$ cat src/design/netpbm_stream_decoder_unit_assert.svh
// Assertion macros used by the decoder controller.
`ifndef NETPBM_STREAM_DECODER_UNIT_ASSERT_SVH
`define NETPBM_STREAM_DECODER_UNIT_ASSERT_SVH

// Same-cycle implication.
`define NSD_ASSERT_IMP(label, clk, rst_n, ante, cons, msg) \
	label: assert property (@(posedge clk) disable iff (!rst_n) (ante) |-> (cons)) \
		else $error(msg);

// Next-cycle implication.
`define NSD_ASSERT_NXT(label, clk, rst_n, ante, cons, msg) \
	label: assert property (@(posedge clk) disable iff (!rst_n) (ante) |=> (cons)) \
		else $error(msg);

`endif

$ cat src/design/nsd_pkg.sv
// Shared types and constants of the Netpbm stream decoder.
package nsd_pkg;

	localparam logic [1:0] KIND_PIXEL  = 2'd0;
	localparam logic [1:0] KIND_HEADER = 2'd1;
	localparam logic [1:0] KIND_ERROR  = 2'd2;

	localparam logic [2:0] ERR_NONE   = 3'd0;
	localparam logic [2:0] ERR_MAGIC  = 3'd1;
	localparam logic [2:0] ERR_NUMBER = 3'd2;
	localparam logic [2:0] ERR_MAXVAL = 3'd3;
	localparam logic [2:0] ERR_EARLY  = 3'd4;

	localparam logic [1:0] ACC_NONE  = 2'd0;
	localparam logic [1:0] ACC_CLR   = 2'd1;
	localparam logic [1:0] ACC_DIGIT = 2'd2;

	localparam logic [1:0] SRC_ACC  = 2'd0;
	localparam logic [1:0] SRC_BYTE = 2'd1;
	localparam logic [1:0] SRC_WORD = 2'd2;

	localparam logic [1:0] PIX_GRAY  = 2'd0;
	localparam logic [1:0] PIX_RGB   = 2'd1;
	localparam logic [1:0] PIX_CONST = 2'd2;

	localparam int         ACC_W    = 17;
	localparam logic [16:0] ACC_MAX = 17'd131071;
	localparam logic [3:0] DIV_STEPS = 4'd9;

	localparam logic [7:0] CH_HASH = 8'h23;
	localparam logic [7:0] CH_P    = 8'h50;
	localparam logic [7:0] CH_0    = 8'h30;
	localparam logic [7:0] CH_1    = 8'h31;
	localparam logic [7:0] CH_6    = 8'h36;
	localparam logic [7:0] CH_9    = 8'h39;
	localparam logic [7:0] CH_TAB  = 8'h09;
	localparam logic [7:0] CH_LF   = 8'h0A;
	localparam logic [7:0] CH_VT   = 8'h0B;
	localparam logic [7:0] CH_FF   = 8'h0C;
	localparam logic [7:0] CH_CR   = 8'h0D;
	localparam logic [7:0] CH_SP   = 8'h20;

	typedef struct packed {
		logic       cap_byte;
		logic [1:0] acc_op;
		logic       ld_w;
		logic       ld_h;
		logic       ld_max;
		logic       max_one;
		logic       div_start;
		logic [1:0] div_src;
		logic       start_img;
		logic       p4_col;
		logic       pix_dec;
		logic       ld_red;
		logic       ld_green;
		logic       ld_high;
		logic       out_load;
		logic [1:0] out_kind;
		logic [1:0] pix_src;
		logic       pix_const;
		logic [2:0] out_err;
		logic       out_last_run;
		logic [2:0] out_fmt;
		logic       clr_all;
	} nsd_cmd_t;

	typedef struct packed {
		logic [7:0] byte_val;
		logic       acc_gt_dim;
		logic       acc_zero;
		logic       acc_gt_max16;
		logic       max_lt256;
		logic       wh_zero;
		logic       pix_one;
		logic       pix_zero;
		logic       pix_gt8;
		logic [3:0] p4_cnt;
		logic       div_done;
		logic       out_free;
	} nsd_sts_t;

	typedef struct packed {
		logic [1:0]  result_kind;
		logic [7:0]  red;
		logic [7:0]  green;
		logic [7:0]  blue;
		logic [12:0] image_width;
		logic [12:0] image_height;
		logic [2:0]  format_type;
		logic [2:0]  error_code;
		logic        last_of_run;
		logic        last_of_image;
	} nsd_result_t;

endpackage

$ cat src/design/nsd_byte_if.sv
// Input byte channel.
interface nsd_byte_if;
	logic       valid;
	logic       ready;
	logic [7:0] data_byte;
	logic       end_of_stream;

	modport source(output valid, output data_byte, output end_of_stream, input ready);
	modport sink(input valid, input data_byte, input end_of_stream, output ready);
endinterface

$ cat src/design/nsd_result_if.sv
// Output result channel.
interface nsd_result_if;
	logic        valid;
	logic        ready;
	logic [1:0]  result_kind;
	logic [7:0]  red;
	logic [7:0]  green;
	logic [7:0]  blue;
	logic [12:0] image_width;
	logic [12:0] image_height;
	logic [2:0]  format_type;
	logic [2:0]  error_code;
	logic        last_of_run;
	logic        last_of_image;

	modport source(output valid, output result_kind, output red, output green, output blue,
		output image_width, output image_height, output format_type, output error_code,
		output last_of_run, output last_of_image, input ready);
	modport sink(input valid, input result_kind, input red, input green, input blue,
		input image_width, input image_height, input format_type, input error_code,
		input last_of_run, input last_of_image, output ready);
endinterface

$ cat src/design/nsd_datapath.sv
// Datapath: header registers, pixel counters, scaling divider and output register.
module nsd_datapath #(
	parameter int MAX_DIM = 4096
) (
	input  logic               clk,
	input  logic               arst_n,
	input  logic [7:0]         data_byte,
	input  nsd_pkg::nsd_cmd_t  cmd,
	output nsd_pkg::nsd_sts_t  sts,
	output logic               out_valid,
	input  logic               out_ready,
	output nsd_pkg::nsd_result_t res
);

	localparam int DIM_W = $clog2(MAX_DIM + 1);
	localparam int PIX_W = 2 * DIM_W;

	logic [7:0]       byte_q;
	logic [16:0]      acc_q;
	logic [DIM_W-1:0] w_q, h_q, col_q;
	logic [15:0]      max_q;
	logic [PIX_W-1:0] pix_q;
	logic [7:0]       high_q, red_q, green_q;
	logic [24:0]      rem_q;
	logic [23:0]      div_q;
	logic [8:0]       quo_q;
	logic [3:0]       dcnt_q;
	logic             busy_q;
	logic             out_valid_q;
	nsd_pkg::nsd_result_t res_q;

	logic [20:0]      acc_mul;
	logic [16:0]      acc_next;
	logic [DIM_W-1:0] left;
	logic [DIM_W+3:0] left_x, col_x;
	logic             left_le8;
	logic [PIX_W-1:0] area;
	logic [16:0]      dsrc;
	logic [24:0]      dnum;
	logic             ge;
	logic [7:0]       q8;
	logic [7:0]       pr, pg, pb, cval;

	// Accumulate one decimal digit, saturating.
	always_comb begin
		acc_mul  = {acc_q, 3'b000} + {3'b000, acc_q, 1'b0} + {17'd0, byte_q[3:0]};
		acc_next = (acc_mul > 21'(nsd_pkg::ACC_MAX)) ? nsd_pkg::ACC_MAX : acc_mul[16:0];
	end

	always_comb begin
		left     = (w_q > col_q) ? w_q - col_q : '0;
		left_x   = (DIM_W + 4)'(left);
		col_x    = (DIM_W + 4)'(col_q) + (DIM_W + 4)'(8);
		left_le8 = left_x <= (DIM_W + 4)'(8);
		area     = PIX_W'(w_q) * PIX_W'(h_q);
	end

	// Scale numerator: value * 255.
	always_comb begin
		unique case (cmd.div_src)
			nsd_pkg::SRC_BYTE: dsrc = {9'd0, byte_q};
			nsd_pkg::SRC_WORD: dsrc = {1'b0, high_q, byte_q};
			default:           dsrc = acc_q;
		endcase
		dnum = {dsrc, 8'd0} - {8'd0, dsrc};
		ge   = rem_q >= {1'b0, div_q};
		q8   = quo_q[8] ? 8'hFF : quo_q[7:0];
	end

	always_comb begin
		cval = cmd.pix_const ? 8'hFF : 8'h00;
		unique case (cmd.pix_src)
			nsd_pkg::PIX_RGB:   begin pr = red_q; pg = green_q; pb = q8; end
			nsd_pkg::PIX_CONST: begin pr = cval; pg = cval; pb = cval; end
			default:            begin pr = q8; pg = q8; pb = q8; end
		endcase
	end

	always_ff @(posedge clk or negedge arst_n) begin
		if (!arst_n) begin
			byte_q  <= '0;
			acc_q   <= '0;
			w_q     <= '0;
			h_q     <= '0;
			max_q   <= '0;
			pix_q   <= '0;
			col_q   <= '0;
			high_q  <= '0;
			red_q   <= '0;
			green_q <= '0;
		end else begin
			if (cmd.cap_byte) byte_q <= data_byte;
			unique case (cmd.acc_op)
				nsd_pkg::ACC_CLR:   acc_q <= '0;
				nsd_pkg::ACC_DIGIT: acc_q <= acc_next;
				default: begin
				end
			endcase
			if (cmd.ld_w) w_q <= acc_q[DIM_W-1:0];
			if (cmd.ld_h) h_q <= acc_q[DIM_W-1:0];
			if (cmd.max_one) max_q <= 16'd1;
			else if (cmd.ld_max) max_q <= acc_q[15:0];
			if (cmd.start_img) begin
				pix_q <= area;
				col_q <= '0;
			end else begin
				if (cmd.pix_dec) pix_q <= pix_q - PIX_W'(1);
				if (cmd.p4_col) col_q <= left_le8 ? '0 : DIM_W'(col_x);
			end
			if (cmd.ld_high) high_q <= byte_q;
			if (cmd.ld_red) red_q <= q8;
			if (cmd.ld_green) green_q <= q8;
			if (cmd.clr_all) begin
				acc_q   <= '0;
				w_q     <= '0;
				h_q     <= '0;
				max_q   <= '0;
				pix_q   <= '0;
				col_q   <= '0;
				high_q  <= '0;
				red_q   <= '0;
				green_q <= '0;
			end
		end
	end

	// Restoring divider: one quotient bit per cycle, nine bits, top bit saturates.
	always_ff @(posedge clk or negedge arst_n) begin
		if (!arst_n) begin
			busy_q <= 1'b0;
			dcnt_q <= '0;
		end else if (cmd.div_start) begin
			busy_q <= 1'b1;
			dcnt_q <= nsd_pkg::DIV_STEPS;
		end else if (busy_q) begin
			dcnt_q <= dcnt_q - 4'd1;
			busy_q <= dcnt_q != 4'd1;
		end
	end

	always_ff @(posedge clk) begin
		if (cmd.div_start) begin
			rem_q <= dnum;
			div_q <= {max_q, 8'd0};
			quo_q <= '0;
		end else if (busy_q) begin
			if (ge) rem_q <= rem_q - {1'b0, div_q};
			quo_q <= {quo_q[7:0], ge};
			div_q <= div_q >> 1;
		end
	end

	always_ff @(posedge clk or negedge arst_n) begin
		if (!arst_n) out_valid_q <= 1'b0;
		else if (cmd.out_load) out_valid_q <= 1'b1;
		else if (out_ready) out_valid_q <= 1'b0;
	end

	always_ff @(posedge clk) begin
		if (cmd.out_load) begin
			res_q.result_kind   <= cmd.out_kind;
			res_q.red           <= (cmd.out_kind == nsd_pkg::KIND_PIXEL) ? pr : 8'd0;
			res_q.green         <= (cmd.out_kind == nsd_pkg::KIND_PIXEL) ? pg : 8'd0;
			res_q.blue          <= (cmd.out_kind == nsd_pkg::KIND_PIXEL) ? pb : 8'd0;
			res_q.image_width   <= (cmd.out_kind == nsd_pkg::KIND_HEADER) ? 13'(w_q) : 13'd0;
			res_q.image_height  <= (cmd.out_kind == nsd_pkg::KIND_HEADER) ? 13'(h_q) : 13'd0;
			res_q.format_type   <= cmd.out_fmt;
			res_q.error_code    <= cmd.out_err;
			res_q.last_of_run   <= cmd.out_last_run;
			res_q.last_of_image <= (cmd.out_kind == nsd_pkg::KIND_PIXEL) &&
				(pix_q == PIX_W'(1));
		end
	end

	always_comb begin
		sts.byte_val     = byte_q;
		sts.acc_gt_dim   = acc_q > 17'(MAX_DIM);
		sts.acc_zero     = acc_q == '0;
		sts.acc_gt_max16 = acc_q[16];
		sts.max_lt256    = max_q[15:8] == 8'd0;
		sts.wh_zero      = (w_q == '0) || (h_q == '0);
		sts.pix_one      = pix_q == PIX_W'(1);
		sts.pix_zero     = pix_q == '0;
		sts.pix_gt8      = pix_q > PIX_W'(8);
		sts.p4_cnt       = left_le8 ? 4'(left_x) : 4'd8;
		sts.div_done     = !busy_q;
		sts.out_free     = !out_valid_q || out_ready;
	end

	assign out_valid = out_valid_q;
	assign res       = res_q;

endmodule

$ cat src/design/nsd_ctrl.sv
// Controller: parse phase tracking and per-item sequencing of the datapath.
`include "netpbm_stream_decoder_unit_assert.svh"
module nsd_ctrl (
	input  logic              clk,
	input  logic              arst_n,
	input  logic              in_valid,
	input  logic              end_of_stream,
	output logic              in_ready,
	output nsd_pkg::nsd_cmd_t cmd,
	input  nsd_pkg::nsd_sts_t sts
);

	localparam logic [3:0] ST_IDLE  = 4'd0;
	localparam logic [3:0] ST_DEC   = 4'd1;
	localparam logic [3:0] ST_FIN   = 4'd2;
	localparam logic [3:0] ST_HDR   = 4'd3;
	localparam logic [3:0] ST_ERR   = 4'd4;
	localparam logic [3:0] ST_DIVGO = 4'd5;
	localparam logic [3:0] ST_DIV   = 4'd6;
	localparam logic [3:0] ST_SMP   = 4'd7;
	localparam logic [3:0] ST_PIX   = 4'd8;
	localparam logic [3:0] ST_P4    = 4'd9;
	localparam logic [3:0] ST_TAIL  = 4'd10;

	localparam logic [3:0] PH_MAGIC  = 4'd0;
	localparam logic [3:0] PH_DIGIT  = 4'd1;
	localparam logic [3:0] PH_WIDTH  = 4'd2;
	localparam logic [3:0] PH_HEIGHT = 4'd3;
	localparam logic [3:0] PH_MAXVAL = 4'd4;
	localparam logic [3:0] PH_ASCII  = 4'd5;
	localparam logic [3:0] PH_BINARY = 4'd6;
	localparam logic [3:0] PH_DONE   = 4'd7;
	localparam logic [3:0] PH_ERROR  = 4'd8;

	logic [3:0] state_q, state_d, phase_q, phase_d;
	logic [2:0] fmt_q, fmt_d, err_q, err_d, p4idx_q, p4idx_d;
	logic       comment_q, comment_d, digits_q, digits_d, bp_q, bp_d;
	logic       eos_q, eos_d, hash_q, hash_d, const_q, const_d;
	logic [1:0] ch_q, ch_d, src_q, src_d;
	logic [3:0] p4cnt_q, p4cnt_d, cnt8;

	logic [7:0] b;
	logic       is_digit, is_ws, is_eol, is_hash, is_mdig, fmt_bin, fmt_rgb, fmt_mono1;
	logic       more;

	always_comb begin
		b         = sts.byte_val;
		is_digit  = (b >= nsd_pkg::CH_0) && (b <= nsd_pkg::CH_9);
		is_eol    = (b == nsd_pkg::CH_LF) || (b == nsd_pkg::CH_CR);
		is_ws     = (b == nsd_pkg::CH_SP) || (b == nsd_pkg::CH_TAB) || (b == nsd_pkg::CH_LF) ||
			(b == nsd_pkg::CH_VT) || (b == nsd_pkg::CH_FF) || (b == nsd_pkg::CH_CR);
		is_hash   = b == nsd_pkg::CH_HASH;
		is_mdig   = (b >= nsd_pkg::CH_1) && (b <= nsd_pkg::CH_6);
		fmt_bin   = fmt_q >= 3'd4;
		fmt_rgb   = (fmt_q == 3'd3) || (fmt_q == 3'd6);
		fmt_mono1 = (fmt_q == 3'd1) || (fmt_q == 3'd4);
		cnt8      = (eos_q && (sts.p4_cnt == 4'd8) && sts.pix_gt8) ? 4'd7 : sts.p4_cnt;
		more      = p4cnt_q != 4'd1;
	end

	always_comb begin
		state_d   = state_q;
		phase_d   = phase_q;
		fmt_d     = fmt_q;
		err_d     = err_q;
		comment_d = comment_q;
		digits_d  = digits_q;
		bp_d      = bp_q;
		eos_d     = eos_q;
		hash_d    = hash_q;
		const_d   = const_q;
		ch_d      = ch_q;
		src_d     = src_q;
		p4cnt_d   = p4cnt_q;
		p4idx_d   = p4idx_q;
		cmd       = '0;
		cmd.out_fmt = fmt_q;
		in_ready  = state_q == ST_IDLE;

		unique case (state_q)
			ST_IDLE: begin
				if (in_valid) begin
					cmd.cap_byte = 1'b1;
					eos_d        = end_of_stream;
					state_d      = ST_DEC;
				end
			end
			ST_DEC: begin
				state_d = ST_TAIL;
				unique case (phase_q)
					PH_MAGIC: begin
						if (comment_q) begin
							if (is_eol) comment_d = 1'b0;
						end else if (is_ws) begin
						end else if (is_hash) comment_d = 1'b1;
						else if (b == nsd_pkg::CH_P) phase_d = PH_DIGIT;
						else begin
							err_d   = nsd_pkg::ERR_MAGIC;
							state_d = ST_ERR;
						end
					end
					PH_DIGIT: begin
						if (is_mdig) begin
							fmt_d   = b[2:0];
							phase_d = PH_WIDTH;
						end else begin
							err_d   = nsd_pkg::ERR_MAGIC;
							state_d = ST_ERR;
						end
					end
					PH_WIDTH, PH_HEIGHT, PH_MAXVAL: begin
						if (comment_q) begin
							if (is_eol) comment_d = 1'b0;
						end else if (is_digit) begin
							cmd.acc_op = nsd_pkg::ACC_DIGIT;
							digits_d   = 1'b1;
							if (eos_q) begin
								hash_d  = 1'b0;
								state_d = ST_FIN;
							end
						end else if (is_ws || is_hash) begin
							if (digits_q) begin
								hash_d  = is_hash;
								state_d = ST_FIN;
							end else if (is_hash) comment_d = 1'b1;
						end else begin
							err_d   = nsd_pkg::ERR_NUMBER;
							state_d = ST_ERR;
						end
					end
					PH_ASCII: begin
						if (comment_q) begin
							if (is_eol) comment_d = 1'b0;
						end else if (fmt_q == 3'd1) begin
							if (is_hash) comment_d = 1'b1;
							else if (b == nsd_pkg::CH_0) begin
								const_d = 1'b1;
								state_d = ST_PIX;
							end else if (b == nsd_pkg::CH_1) begin
								const_d = 1'b0;
								state_d = ST_PIX;
							end
						end else if (is_digit) begin
							cmd.acc_op = nsd_pkg::ACC_DIGIT;
							digits_d   = 1'b1;
							if (eos_q) begin
								src_d   = nsd_pkg::SRC_ACC;
								state_d = ST_DIVGO;
							end
						end else if (is_ws || is_hash) begin
							if (digits_q) begin
								src_d   = nsd_pkg::SRC_ACC;
								state_d = ST_DIVGO;
							end
							if (is_hash) comment_d = 1'b1;
						end else begin
							err_d   = nsd_pkg::ERR_NUMBER;
							state_d = ST_ERR;
						end
					end
					PH_BINARY: begin
						if (fmt_q == 3'd4) begin
							cmd.p4_col = 1'b1;
							p4cnt_d    = cnt8;
							p4idx_d    = 3'd0;
							if (cnt8 != 4'd0) state_d = ST_P4;
						end else if (sts.max_lt256) begin
							src_d   = nsd_pkg::SRC_BYTE;
							state_d = ST_DIVGO;
						end else if (!bp_q) begin
							cmd.ld_high = 1'b1;
							bp_d        = 1'b1;
						end else begin
							bp_d    = 1'b0;
							src_d   = nsd_pkg::SRC_WORD;
							state_d = ST_DIVGO;
						end
					end
					default: begin
					end
				endcase
			end
			ST_FIN: begin
				cmd.acc_op = nsd_pkg::ACC_CLR;
				digits_d   = 1'b0;
				state_d    = ST_TAIL;
				if (phase_q == PH_WIDTH || phase_q == PH_HEIGHT) begin
					if (sts.acc_gt_dim) begin
						err_d   = nsd_pkg::ERR_NUMBER;
						state_d = ST_ERR;
					end else if (phase_q == PH_WIDTH) begin
						cmd.ld_w = 1'b1;
						phase_d  = PH_HEIGHT;
						if (hash_q) comment_d = 1'b1;
					end else begin
						cmd.ld_h = 1'b1;
						if (!fmt_mono1) begin
							phase_d = PH_MAXVAL;
							if (hash_q) comment_d = 1'b1;
						end else begin
							cmd.max_one = 1'b1;
							if (hash_q && fmt_bin) begin
								err_d   = nsd_pkg::ERR_NUMBER;
								state_d = ST_ERR;
							end else begin
								if (hash_q) comment_d = 1'b1;
								state_d = ST_HDR;
							end
						end
					end
				end else begin
					if (sts.acc_zero || sts.acc_gt_max16) begin
						err_d   = nsd_pkg::ERR_MAXVAL;
						state_d = ST_ERR;
					end else begin
						cmd.ld_max = 1'b1;
						if (hash_q && fmt_bin) begin
							err_d   = nsd_pkg::ERR_NUMBER;
							state_d = ST_ERR;
						end else begin
							if (hash_q) comment_d = 1'b1;
							state_d = ST_HDR;
						end
					end
				end
			end
			ST_HDR: begin
				if (sts.out_free) begin
					cmd.out_load     = 1'b1;
					cmd.out_kind     = nsd_pkg::KIND_HEADER;
					cmd.out_last_run = !(eos_q && !sts.wh_zero);
					cmd.start_img    = 1'b1;
					cmd.acc_op       = nsd_pkg::ACC_CLR;
					digits_d         = 1'b0;
					ch_d             = 2'd0;
					bp_d             = 1'b0;
					if (sts.wh_zero) phase_d = PH_DONE;
					else phase_d = fmt_bin ? PH_BINARY : PH_ASCII;
					state_d = ST_TAIL;
				end
			end
			ST_ERR: begin
				if (sts.out_free) begin
					cmd.out_load     = 1'b1;
					cmd.out_kind     = nsd_pkg::KIND_ERROR;
					cmd.out_err      = err_q;
					cmd.out_last_run = 1'b1;
					phase_d          = PH_ERROR;
					state_d          = ST_TAIL;
				end
			end
			ST_DIVGO: begin
				cmd.div_start = 1'b1;
				cmd.div_src   = src_q;
				if (src_q == nsd_pkg::SRC_ACC) begin
					cmd.acc_op = nsd_pkg::ACC_CLR;
					digits_d   = 1'b0;
				end
				state_d = ST_DIV;
			end
			ST_DIV: begin
				if (sts.div_done) state_d = ST_SMP;
			end
			ST_SMP: begin
				if (fmt_rgb && ch_q == 2'd0) begin
					cmd.ld_red = 1'b1;
					ch_d       = 2'd1;
					state_d    = ST_TAIL;
				end else if (fmt_rgb && ch_q == 2'd1) begin
					cmd.ld_green = 1'b1;
					ch_d         = 2'd2;
					state_d      = ST_TAIL;
				end else if (sts.out_free || sts.pix_zero) begin
					ch_d    = 2'd0;
					state_d = ST_TAIL;
					if (!sts.pix_zero) begin
						cmd.out_load     = 1'b1;
						cmd.out_kind     = nsd_pkg::KIND_PIXEL;
						cmd.pix_src      = fmt_rgb ? nsd_pkg::PIX_RGB : nsd_pkg::PIX_GRAY;
						cmd.out_last_run = !(eos_q && !sts.pix_one);
						cmd.pix_dec      = 1'b1;
						if (sts.pix_one) phase_d = PH_DONE;
					end
				end
			end
			ST_PIX: begin
				if (sts.out_free || sts.pix_zero) begin
					state_d = ST_TAIL;
					if (!sts.pix_zero) begin
						cmd.out_load     = 1'b1;
						cmd.out_kind     = nsd_pkg::KIND_PIXEL;
						cmd.pix_src      = nsd_pkg::PIX_CONST;
						cmd.pix_const    = const_q;
						cmd.out_last_run = !(eos_q && !sts.pix_one);
						cmd.pix_dec      = 1'b1;
						if (sts.pix_one) phase_d = PH_DONE;
					end
				end
			end
			ST_P4: begin
				// Emit one packed bit per cycle while the output is free, MSB first; a set bit is black.
				if (sts.out_free) begin
					cmd.out_load     = 1'b1;
					cmd.out_kind     = nsd_pkg::KIND_PIXEL;
					cmd.pix_src      = nsd_pkg::PIX_CONST;
					cmd.pix_const    = !b[~p4idx_q];
					cmd.out_last_run = !more && !(eos_q && !sts.pix_one);
					cmd.pix_dec      = 1'b1;
					if (sts.pix_one) phase_d = PH_DONE;
					p4idx_d = p4idx_q + 3'd1;
					p4cnt_d = p4cnt_q - 4'd1;
					if (!more) state_d = ST_TAIL;
				end
			end
			ST_TAIL: begin
				if (!eos_q) state_d = ST_IDLE;
				else if (phase_q == PH_DONE || phase_q == PH_ERROR || sts.out_free) begin
					if (phase_q != PH_DONE && phase_q != PH_ERROR) begin
						cmd.out_load     = 1'b1;
						cmd.out_kind     = nsd_pkg::KIND_ERROR;
						cmd.out_err      = nsd_pkg::ERR_EARLY;
						cmd.out_last_run = 1'b1;
					end
					// Drop all file state so the next byte starts a new file.
					cmd.clr_all = 1'b1;
					phase_d     = PH_MAGIC;
					fmt_d       = 3'd0;
					comment_d   = 1'b0;
					digits_d    = 1'b0;
					ch_d        = 2'd0;
					bp_d        = 1'b0;
					eos_d       = 1'b0;
					state_d     = ST_IDLE;
				end
			end
			default: state_d = ST_IDLE;
		endcase
	end

	always_ff @(posedge clk or negedge arst_n) begin
		if (!arst_n) begin
			state_q   <= ST_IDLE;
			phase_q   <= PH_MAGIC;
			fmt_q     <= '0;
			err_q     <= '0;
			comment_q <= 1'b0;
			digits_q  <= 1'b0;
			bp_q      <= 1'b0;
			eos_q     <= 1'b0;
			hash_q    <= 1'b0;
			const_q   <= 1'b0;
			ch_q      <= '0;
			src_q     <= '0;
			p4cnt_q   <= '0;
			p4idx_q   <= '0;
		end else begin
			state_q   <= state_d;
			phase_q   <= phase_d;
			fmt_q     <= fmt_d;
			err_q     <= err_d;
			comment_q <= comment_d;
			digits_q  <= digits_d;
			bp_q      <= bp_d;
			eos_q     <= eos_d;
			hash_q    <= hash_d;
			const_q   <= const_d;
			ch_q      <= ch_d;
			src_q     <= src_d;
			p4cnt_q   <= p4cnt_d;
			p4idx_q   <= p4idx_d;
		end
	end

	`NSD_ASSERT_IMP(a_load_free, clk, arst_n, cmd.out_load, sts.out_free, "load into busy output")
	`NSD_ASSERT_IMP(a_pix_avail, clk, arst_n, cmd.out_load && cmd.out_kind == nsd_pkg::KIND_PIXEL, !sts.pix_zero, "pixel past image end")
	`NSD_ASSERT_NXT(a_div_busy, clk, arst_n, cmd.div_start, !sts.div_done, "divider did not start")
	`NSD_ASSERT_NXT(a_eos_clear, clk, arst_n, cmd.clr_all, phase_q == PH_MAGIC && state_q == ST_IDLE, "stream end did not clear")

endmodule

$ cat src/design/netpbm_stream_decoder_unit.sv
// Sequencing: a byte is captured in IDLE, decoded in DEC and leaves through TAIL; one
// ending a header number also passes FIN, one completing the header FIN and HDR, a P1
// pixel byte PIX and an error byte ERR. A P2/P3/P5/P6 sample passes DIVGO, DIV (the
// 9-step restoring divider) and SMP. A P4 byte emits its pixels (up to 8) in P4, one
// output per cycle while the result channel is free. One byte is in work at a time.
// Reset (arst_n low, asynchronous) returns the parser to waiting for the magic number.
module netpbm_stream_decoder_unit #(
	parameter int MAX_DIM = 4096
) (
	input logic          clk,
	input logic          arst_n,
	nsd_byte_if.sink     byte_in,
	nsd_result_if.source result_out
);

	nsd_pkg::nsd_cmd_t    cmd;
	nsd_pkg::nsd_sts_t    sts;
	nsd_pkg::nsd_result_t res;
	logic                 in_ready;
	logic                 out_valid;

	nsd_ctrl u_ctrl (
		.clk           (clk),
		.arst_n        (arst_n),
		.in_valid      (byte_in.valid),
		.end_of_stream (byte_in.end_of_stream),
		.in_ready      (in_ready),
		.cmd           (cmd),
		.sts           (sts)
	);

	nsd_datapath #(.MAX_DIM(MAX_DIM)) u_dp (
		.clk       (clk),
		.arst_n    (arst_n),
		.data_byte (byte_in.data_byte),
		.cmd       (cmd),
		.sts       (sts),
		.out_valid (out_valid),
		.out_ready (result_out.ready),
		.res       (res)
	);

	assign byte_in.ready            = in_ready;
	assign result_out.valid         = out_valid;
	assign result_out.result_kind   = res.result_kind;
	assign result_out.red           = res.red;
	assign result_out.green         = res.green;
	assign result_out.blue          = res.blue;
	assign result_out.image_width   = res.image_width;
	assign result_out.image_height  = res.image_height;
	assign result_out.format_type   = res.format_type;
	assign result_out.error_code    = res.error_code;
	assign result_out.last_of_run   = res.last_of_run;
	assign result_out.last_of_image = res.last_of_image;

endmodule
$ cat src/flat_wrapper.sv
// flat-port wrapper written by rule: the top's interface ports become plain ports
module netpbm_stream_decoder_unit_flat 
#(
	parameter int MAX_DIM = 4096
)
  (clk, arst_n, byte_in_valid, byte_in_data_byte, byte_in_end_of_stream, byte_in_ready, result_out_valid, result_out_result_kind, result_out_red, result_out_green, result_out_blue, result_out_image_width, result_out_image_height, result_out_format_type, result_out_error_code, result_out_last_of_run, result_out_last_of_image, result_out_ready);
  nsd_byte_if byte_in_i ();
  nsd_result_if result_out_i ();
  input logic clk;
  input logic arst_n;
  input wire logic [$bits(byte_in_i.valid)-1:0] byte_in_valid;
  input wire logic [$bits(byte_in_i.data_byte)-1:0] byte_in_data_byte;
  input wire logic [$bits(byte_in_i.end_of_stream)-1:0] byte_in_end_of_stream;
  output wire logic [$bits(byte_in_i.ready)-1:0] byte_in_ready;
  output wire logic [$bits(result_out_i.valid)-1:0] result_out_valid;
  output wire logic [$bits(result_out_i.result_kind)-1:0] result_out_result_kind;
  output wire logic [$bits(result_out_i.red)-1:0] result_out_red;
  output wire logic [$bits(result_out_i.green)-1:0] result_out_green;
  output wire logic [$bits(result_out_i.blue)-1:0] result_out_blue;
  output wire logic [$bits(result_out_i.image_width)-1:0] result_out_image_width;
  output wire logic [$bits(result_out_i.image_height)-1:0] result_out_image_height;
  output wire logic [$bits(result_out_i.format_type)-1:0] result_out_format_type;
  output wire logic [$bits(result_out_i.error_code)-1:0] result_out_error_code;
  output wire logic [$bits(result_out_i.last_of_run)-1:0] result_out_last_of_run;
  output wire logic [$bits(result_out_i.last_of_image)-1:0] result_out_last_of_image;
  input wire logic [$bits(result_out_i.ready)-1:0] result_out_ready;
  assign byte_in_i.valid = byte_in_valid;
  assign byte_in_i.data_byte = byte_in_data_byte;
  assign byte_in_i.end_of_stream = byte_in_end_of_stream;
  assign byte_in_ready = byte_in_i.ready;
  assign result_out_valid = result_out_i.valid;
  assign result_out_result_kind = result_out_i.result_kind;
  assign result_out_red = result_out_i.red;
  assign result_out_green = result_out_i.green;
  assign result_out_blue = result_out_i.blue;
  assign result_out_image_width = result_out_i.image_width;
  assign result_out_image_height = result_out_i.image_height;
  assign result_out_format_type = result_out_i.format_type;
  assign result_out_error_code = result_out_i.error_code;
  assign result_out_last_of_run = result_out_i.last_of_run;
  assign result_out_last_of_image = result_out_i.last_of_image;
  assign result_out_i.ready = result_out_ready;
  netpbm_stream_decoder_unit #(.MAX_DIM(MAX_DIM)) u_core (.clk(clk), .arst_n(arst_n), .byte_in(byte_in_i), .result_out(result_out_i));
endmodule
$ cat config.mk
export PLATFORM = sky130hd
export DESIGN_NAME = netpbm_stream_decoder_unit_flat
export DESIGN_NICKNAME = d
export VERILOG_FILES = /design/src/design/nsd_pkg.sv /design/src/design/nsd_byte_if.sv /design/src/design/nsd_result_if.sv /design/src/design/nsd_datapath.sv /design/src/design/nsd_ctrl.sv /design/src/design/netpbm_stream_decoder_unit.sv /design/src/flat_wrapper.sv
export VERILOG_INCLUDE_DIRS = /design/src /design/src/design
export SDC_FILE = /design/constraint.sdc
export NUM_CORES = 1
export LEC_CHECK = 0
export ABC_AREA = 1
export BUFFER_PORTS_ARGS = -buffer_cell sky130_fd_sc_hd__buf_2
export CORE_MARGIN = 1.5
export CORE_UTILIZATION = 50
export DETAILED_ROUTE_END_ITERATION = 8
export HOLD_SLACK_MARGIN = 0.06
export PLACE_DENSITY = 0.66
export SLEW_MARGIN = 20
export SYNTH_ARGS = -nofsm -noshare
export SYNTH_HDL_FRONTEND = slang
export SYNTH_SLANG_ARGS = --single-unit
$ cat constraint.sdc
create_clock -name clk -period 5.7 [get_ports clk]
set_input_delay 0.57 -clock clk [delete_from_list [all_inputs] [get_ports clk]]
set_output_delay 0.57 -clock clk [all_outputs]
set_load 0.005 [all_outputs]
==> metrics <==
Async SR Flop Fraction=0.582; total CTS buffers=36; Max VDD drop=0.320 mV; crit path kind=flop to flop; CP arrival=5.86 ns; NetSw=6380 µW; I/O pin count=75; die height=223 µm; Post-DP HPWL=54.6 mm; CTS root buf=clkbuf_16; CP Cell Sequence=nand2_1 > fa_1 > inv_1 > fa_1 > inv_1 > fa_1 > inv_1 > fa_1 > fa_1 > ha_1 > inv_1 > o21bai_1 > inv_1 > o21ai_0 > nand4_1 > o211ai_1 > a21oi_2 > o21ai_0 > a21oi_1 > o21ai_0 > nand3_1 > o21ai_1; vias in the first global route=21.7k; Power per Cell Area=502 mW/mm²; min Tclk post-route=5.38 ns; Slew Limit Fails=0; Syn Std Cell Area=0.0241 mm²; Startpoint Class=flop; Mapped Nets=3473; clk sinks=282; Final Setup Violations=0; Vias/cell=5.57; Die W=223 µm; initial antenna violation count=0; DRT antenna net count=0; Data required, critical path=6.17 ns; Clock transition at path regs=0.06 ns; post-synthesis sequential area ratio=0.310; CORE AREA=0.0476 mm²; fin nets=3528; Clk pwr share=0.176; CTS tree=yes; most common cell after layout, fill and taps aside=nand2_1; crit path max fanout=14; min setup slack post-route=0.315 ns; Mapped Avg Cell Area=7.60 µm²; worst slew pin tran=0.976 ns; GRT Total Usage=0.290; WP buf/inv=5; max cap viols=0; num rows=80; Final Cycle Share=0.945; Post-synth EDFFs=101; Fin Clk Skew=0.0198 ns; clock latency at the later pin of the worst-skew pair=0.56 ns; max_slew headroom=0.348; setup TNS=0 ns; Worst Setup SP=u_core.u_dp.w_q[7]; fin util=0.553; Place WS=0.152 ns; Max stage delay on crit path=0.57 ns; Hold Crit Class=primary input to async pin; overall power=13200 µW; largest net degree at the start of global routing=77; first-pass GRT wire length=115 mm; Syn-to-layout area delta=9.41%; drt first pass iters=5; diode count=0; DR DRC count=0; WL final=70.0 mm; sequential share of power=0.301; H-tree Lvls=2; Pleak=0.0132 µW; status=complete, no violations; Int Pwr=6860 µW; initial DRC count=1904; highest-count cells in the layout ignoring fill and taps=705 x nand2_1, 532 x inv_1, 231 x o21ai_0; IO Port Bufs=74; via count=21.6k; Switching Share=0.482; critical path's slowest cell=dfrtp_2; cells after synthesis=3173; Routability Congestion=0.950; final instance area=0.0264 mm²; Overflow after GRT=0; CTS Buffer Depth=3; Combinational Power Share=0.523; DIE AREA=0.0495 mm²; RSZ-0062 raised after global routing=false; delay-heaviest family, CP=adder cells; Critical R2R Launch=u_core.u_dp.w_q[7]; layout cells sized above 1=0.102; YS warnings=0; Fin. Hold Viols=0; Synth cell types=76; synthesized flop and latch total=282; DR WL/cell=18.1 µm; Post-CTS Hold Fix Bufs=0; CP endpoint kind=flop; Top FF cell, synth=dfrtp_1; placement-stage cell area=0.0251 mm²; starting density of the core=0.506; fmax=186 MHz
[power groups by stage]
stage / Clock (µW) / Combinational [µW] / Sequential [µW]
3_3_place_gp: 0 / 6710 / 3970
5_1_grt: 2440 / 7760 / 4090
3_5_place_dp: 0 / 6800 / 3990
2_1_floorplan: 0 / 5000 / 3660
6_report: 2330 / 6920 / 3990
4_1_cts: 2380 / 6840 / 3960
[cell families (layout without fill, tap and decap cells)]
logic type      after synthesis  in the layout  share of synthesized area
compound gates              614            614                      0.142
xor+xnor                     56             56                     0.0203
other cells                   2              2                   0.000312
buf+inv                     666            749                      0.107
fa+ha+maj                   287            287                      0.188
simple gates               1266           1266                      0.233
flops                       282            282                      0.310
[per-layer routing]
metal	up-vias	wire length (µm)	GRT usage
li1	10400	-	-
met1	10300	31300	0.399
met2	697	32200	0.473
met3	130	4180	0.0337
met4	0	2320	0.101
met5	-	0	0
[synthesized netlist by cell type (6+ instances only)]
library cell	count	area, µm²
edfxtp_1	101	3030
buf_1	6	22.5
dfxtp_1	17	340
o21ai_1	67	335
o211ai_1	10	75.1
a21o_1	6	45.0
nand4_1	40	250
buf_2	14	70.1
nand2_1	707	2650
fa_1	124	2480
nand3_1	138	691
nand3_2	12	120
nor2_4	12	135
a21oi_1	191	956
clkbuf_1	67	251
dfrtp_1	164	4100
nand3b_1	6	45.0
nor3_1	39	195
xnor2_1	23	201
xor2_1	33	289
a31oi_1	7	43.8
nor2_1	222	833
inv_2	37	139
o21ai_0	232	1160
nand2_4	6	67.6
nor4_1	15	93.8
buf_6	8	90.1
inv_1	532	2000
nor2_2	22	138
nand2_2	18	113
ha_1	163	2040
o22ai_1	42	263
[state kept, by name, indices dropped and copies added, names as in the netlist, 8 cells and up]
signal / flops
u_core.u_dp.red_q: 8
u_core.u_dp.quo_q: 9
u_core.u_dp.acc_q: 17
u_core.u_dp.h_q: 13
u_core.u_dp.high_q: 8
u_core.u_dp.rem_q: 25
u_core.u_dp.byte_q: 8
u_core.u_dp.col_q: 10
u_core.u_dp.pix_q: 26
u_core.u_dp.max_q: 16
u_core.u_dp.res: 60
u_core.u_dp.w_q: 13
u_core.u_dp.green_q: 8
u_core.u_dp.div_q: 24
[stage by stage]
stage	std cells	hold WS [ns]
after global routing	3871	0.126
after floorplan	3173	0.274
after detailed placement	3803	0.474
after CTS	3869	0.0920
final	3871	0.0766
after global placement	3803	0.460
[area by class of cell]
cell class                      instances  area [µm²]
Clock buffer                           48        1020
Clock inverter                         18         189
Fill cell                            4535       21300
Inverter                              570        2140
Multi-Input combinational cell       2225       14100
Sequential cell                       282        7500
Tap cell                              615         769
Timing Repair Buffer                  113         673
[timing repair]
action | CTS | global route
endpoints found under the setup margin | 0 | 13
setup buffers | 0 | 2
endpoints found under the hold margin | 0 | 0
gates resized for setup | 0 | 23
[worst paths after layout]
path	to	slack (ns)	cells past startpoint
worst max-delay path	u_core.u_dp.pix_q[18]	0.32	22
worst min-delay path	u_core.u_dp.w_q[9]	0.08	1
worst max register to register	u_core.u_dp.pix_q[18]	0.32	22
worst min register to register	u_core.u_dp.div_q[0]	0.48	2
max in group asynchronous	u_core.u_dp.pix_q[10]	4.32	2
min in group clk	u_core.u_dp.byte_q[7]	0.31	3
Power figures use the tool's default switching activity.
